### src/rtl/sbs_pkg.sv
// ----------------------------------------------------------------------------
// sbs_pkg
// Request codes, controller states and control structs of the bound search.
// ----------------------------------------------------------------------------
package sbs_pkg;

	typedef enum logic [2:0] {
		KIND_CLEAR  = 3'd0,
		KIND_APPEND = 3'd1,
		KIND_LOWER  = 3'd2,
		KIND_UPPER  = 3'd3,
		KIND_FLOOR  = 3'd4
	} kind_t;

	typedef enum logic [1:0] {
		ST_IDLE,
		ST_PROBE,
		ST_CMP,
		ST_DONE
	} state_t;

	typedef struct packed {
		logic clear;
		logic append;
		logic start;
		logic floor_mode;
		logic upper_mode;
		logic probe;
		logic update;
		logic publish;
	} cmd_t;

	typedef struct packed {
		logic window_open;
	} status_t;

endpackage

### src/rtl/sbs_ctrl.sv
// ----------------------------------------------------------------------------
// sbs_ctrl
// Controller: takes requests, steps the search loop and hands off results.
// ----------------------------------------------------------------------------
module sbs_ctrl
	import sbs_pkg::*;
(
	input  logic        clk,
	input  logic        arst_n,
	input  logic        item_valid,
	output logic        item_ready,
	input  logic [2:0]  kind,
	output logic        result_valid,
	input  logic        result_ready,
	output cmd_t        cmd,
	input  status_t     status
);

	state_t state_q, state_d;
	logic   result_valid_q;

	always_ff @(posedge clk or negedge arst_n) begin
		if (!arst_n) begin
			state_q        <= ST_IDLE;
			result_valid_q <= 1'b0;
		end else begin
			state_q <= state_d;
			if (cmd.publish) begin
				result_valid_q <= 1'b1;
			end else if (result_ready) begin
				result_valid_q <= 1'b0;
			end
		end
	end

	always_comb begin
		state_d    = state_q;
		cmd        = '0;
		item_ready = 1'b0;
		unique case (state_q)
			ST_IDLE: begin
				item_ready = 1'b1;
				if (item_valid) begin
					unique case (kind) inside
						KIND_CLEAR:  cmd.clear = 1'b1;
						KIND_APPEND: cmd.append = 1'b1;
						KIND_LOWER, KIND_UPPER, KIND_FLOOR: begin
							cmd.start      = 1'b1;
							cmd.floor_mode = (kind == KIND_FLOOR);
							cmd.upper_mode = (kind == KIND_UPPER);
							state_d        = ST_PROBE;
						end
						default: ;
					endcase
				end
			end
			ST_PROBE: begin
				if (status.window_open) begin
					cmd.probe = 1'b1;
					state_d   = ST_CMP;
				end else begin
					state_d = ST_DONE;
				end
			end
			ST_CMP: begin
				cmd.update = 1'b1;
				state_d    = ST_PROBE;
			end
			ST_DONE: begin
				if (!result_valid_q || result_ready) begin
					cmd.publish = 1'b1;
					state_d     = ST_IDLE;
				end
			end
			default: state_d = ST_IDLE;
		endcase
	end

	assign result_valid = result_valid_q;

endmodule

### config.mk
export PLATFORM = sky130hd
export DESIGN_NAME = sbs_ctrl
export DESIGN_NICKNAME = d
export VERILOG_FILES = /design/src/rtl/sbs_pkg.sv /design/src/rtl/sbs_ctrl.sv
export SDC_FILE = /design/constraint.sdc
export NUM_CORES = 1
export LEC_CHECK = 0
export BUFFER_PORTS_ARGS = -buffer_cell sky130_fd_sc_hd__buf_4
export CORE_AREA = 2 2 39 41
export CTS_BUF_LIST = sky130_fd_sc_hd__clkbuf_16
export CTS_CLUSTER_DIAMETER = 50
export CTS_CLUSTER_SIZE = 28
export DETAILED_ROUTE_END_ITERATION = 6
export DIE_AREA = 0 0 41 43
export GPL_TIMING_DRIVEN = 0
export SLEW_MARGIN = 20
export SYNTH_ARGS = -nofsm -noshare
export SYNTH_HDL_FRONTEND = slang
export SYNTH_SLANG_ARGS = --single-unit
### constraint.sdc
create_clock -name clk -period 1 [get_ports clk]
set_input_delay 0.2 -clock clk [delete_from_list [all_inputs] [get_ports clk]]
set_output_delay 0.2 -clock clk [all_outputs]
set_load 0.01 [all_outputs]
# Yosys cells after proc, flatten, opt, wreduce, memory -nomap -nowiden
# Index checks and enable logic that the tools add are counted.
# totals
reg_bits	3
in_bits	8
output_inout_bits	10
# classes
n_reduce_logical	7
n_eq_ne	10
mux	18
# op_table
op	n
$mux W1	11
$mux W5	2
$pmux W2 S4	1
$eq A3 B2 Y1 const B	2
$mux W2	3
$eq A2 B2 Y1 const B	2
$ne A2 B2 Y1 const B	2
$eq A3 B1 Y1 const B	1
$eq A3 B3 Y1 const B	1
$logic_not A3 Y1	1
$mux W3	1
$reduce_and A3 Y1	1
$reduce_or A3 Y1	1
$eq A2 B1 Y1 const B	1
$logic_not A2 Y1	1
$ne A2 B1 Y1 const B	1
$reduce_bool A2 Y1	1
$logic_not A1 Y1	1
$logic_or A1 B1 Y1	1

# Logic depth before layout (Yosys ltp)
# depth
depth_word	5
ltp_mapped	3

# Worst setup path before layout
# Ideal clock, no wire load.
# synth_timing
path_type	register -> output
startpoint	reg state_q[1]
endpoint	out cmd[4] in the netlist's numbering
slack_ns	-0.323
stages_incl_launch_ff	4
arrival_time_ns	1.123
path_buffers	0
cell_sequence	dfrtp_1 nor2_4 nand2_4 nor4b_1
# synth_lines
item	line_no	rtl
from (decl)	sbs_ctrl.sv:19	state_t state_q, state_d;
from (signal assigned)	sbs_ctrl.sv:27	state_q <= state_d;
to (decl)	sbs_ctrl.sv:15	output cmd_t cmd,

==> out/qor.yml <==
grt_pass1_wl_um: 1090
period_minus_slack_ns: 1.42
start_kind: "register"
clk_pin_slew_worst_paths_ns: 0.03
slew-limit-headroom: 0.871
finalNonFillerCells: 70
synth-seq-area-share: 0.343
syn-num-nets: 32
tritoncts: "built"
cts_max_level: 1
timing.fmax_mhz: 702
ir_drop_uv: 1560
yosysWarnings: 0
clk_path_buf_depth: 2
grt_antenna_before_repair: 0
dieArea_mm2: 0.00176
synthTopCellsByArea: "dfrtp_1, nor4b_1, nor2_1"
insertion_delay_ns: 0.23
fin_skew_ns: 0.00178
ys_types: 15
violations: "setup timing"
worstMarginPinSlew_ns: 0.191
avgViaCountPerCell: 4.29
design.core.area_mm2: 0.00138
start_util: 0.158
syn_area_um2: 219
hold_start: "status"
power.density_mw_per_mm2: 2880
wire_per_inst_um: 10.5
maxCapViolCount: 0
criticalPathCategory: "register to output pin"
wl_um: 736
grt_max_degree: 7
crit_chain: "nor2_4 > nand2_4 > nor4b_4 > buf_4"
grt_use_total: 0.0935
drive_gt1_frac: 0.796
place_ws_ns: -0.263
fin_nets: 63
syn_inst: 24
syn_area_per_cell_um2: 9.12
grt_overflow: 0
grt_pass1_vias: 285
drt-initial-drc-count: 2
arrival_ns: 1.22
cp-end-kind: "output pin"
setup_viol: 10
hold_path.class: "primary input to register"
yosys.area.top_type: "dfrtp_1"
status: "complete, but fails checks"
area_delta_synth_final_pct: 171
root_buffer: "clkbuf_16"
die_y_um: 43
post-route-util: 0.429
final_antenna_net_count: 0
place_congestion: 0.633
slowest_delay_ns: 0.41
drc: 0
synth.ff_latch_count: 3
drv_slew: 0
dp.final_hpwl_um: 426
diodes: 0
dp_cells: 57
critPathRequiredTime_ns: 0.80
fillers: 138
crit_start: "state_q[1]"
setup_slack_ns: -0.424
slowest_stage: "dfrtp_2"
cts.sinks: 3
io-pin-count: 18
dr.pass1.iters: 2
reg2reg_from: "state_q[1]"
die_x_um: 41
period_share: 1.42
rows: 14
cts_made_buffers: 3
final_hold_viol_count: 0
p_leak_nw: 0.287
rsz0062_at_grt: "yes"
portBuffers: 17
yosys.area.top_type_share: 0.343
num_vias: 300
crit_fanout: 5
==> through the flow <==
stage	setup TNS [ns]	power [mW]	instance area, um2	hold slack, ns
6_report	-3.12	1.71	593	0.285
5_1_grt	-3.55	1.80	593	0.304
4_1_cts	-3.26	1.60	556	0.281
3_5_place_dp	-1.07	0.732	403	-0.00961
3_3_place_gp	-1.09	0.735	403	-0.00901
2_1_floorplan	-0.636	0.514	255	-0.0956
==> power by group <==
group / internal, mW / switching [mW] / total [mW]
combinational: 0.454 / 0.373 / 0.827
clock: 0.516 / 0.115 / 0.631
sequential: 0.191 / 0.0563 / 0.247
total: 1.16 / 0.545 / 1.71
==> cells in the final DEF, fill, tap and decap left out <==
master,n
buf_4,24
nor2_4,3
clkbuf_16,3
nand2_4,2
nor4b_4,2
dfrtp_2,2
nor3b_2,1
and2b_1,1
nor2_1,1
nand3b_1,1
nor2_2,1
nand2b_1,1
nor2b_4,1
nand2_2,1
nor2b_1,1
nor4_2,1
o21ai_1,1
a211oi_2,1
nand2_1,1
a21boi_0,1
inv_1,1
dlygate4sd3_1,1
buf_6,1
dfrtp_1,1
==> synthesized netlist by cell type <==
cell type / count
nor2_1: 4
dfrtp_1: 3
nand2_1: 3
nor2b_1: 2
nor4b_1: 2
a211oi_2: 1
a21boi_0: 1
and2b_1: 1
nand2_4: 1
nand2b_1: 1
nand3b_1: 1
nor2_4: 1
nor3b_2: 1
nor4_1: 1
o21ai_1: 1
==> cells by family after synthesis <==
group,Yosys count,share of synthesized area
simple gates,18,0.543
compound gates,3,0.114
flops,3,0.343
==> layout make-up <==
type,count,area (um2),area share
Clock buffer,3,75.1,0.127
Clock inverter,1,3.75,0.00633
Multi-Input combinational cell,21,215,0.363
Sequential cell,3,77.6,0.131
Tap cell,16,20.0,0.0338
Timing Repair Buffer,26,201,0.340
==> critical path: cells and delay by family, from the launching register on <==
family        cells  cell delay [ns]
flops             1             0.41
buf+inv           1             0.15
simple gates      3             0.43
==> repair_timing <==
| item | CTS | global route |
|---|---|---|
| resized for setup | 8 | 6 |
| hold buffers | 1 | 0 |
| hold endpoints to repair | 3 | 0 |
| pin swaps | 3 | 2 |
| setup endpoints to repair | 9 | 10 |
| buffers inserted | 6 | 3 |
==> registers in the layout, summed over array words and instances (netlist names) <==
signal,count
state_q,2
result_valid,1
==> routing by layer <==
layer	global-route usage	wire (um)
met1	0.100	227
met2	0.144	429
met3	0.0209	64
met4	0.0800	14
met5	0	0
==> final timing paths <==
kind	cells past startpoint	slack, ns	endpoint
min in group asynchronous	2	0.30	state_q[1]
worst max register to register	6	-0.16	state_q[0]
worst min-delay path	4	0.28	state_q[0]
max in group asynchronous	2	0.60	state_q[0]
worst max-delay path	4	-0.42	cmd[4]
worst min register to register	2	0.54	result_valid
No activity file was read; power rests on OpenSTA's default activity.
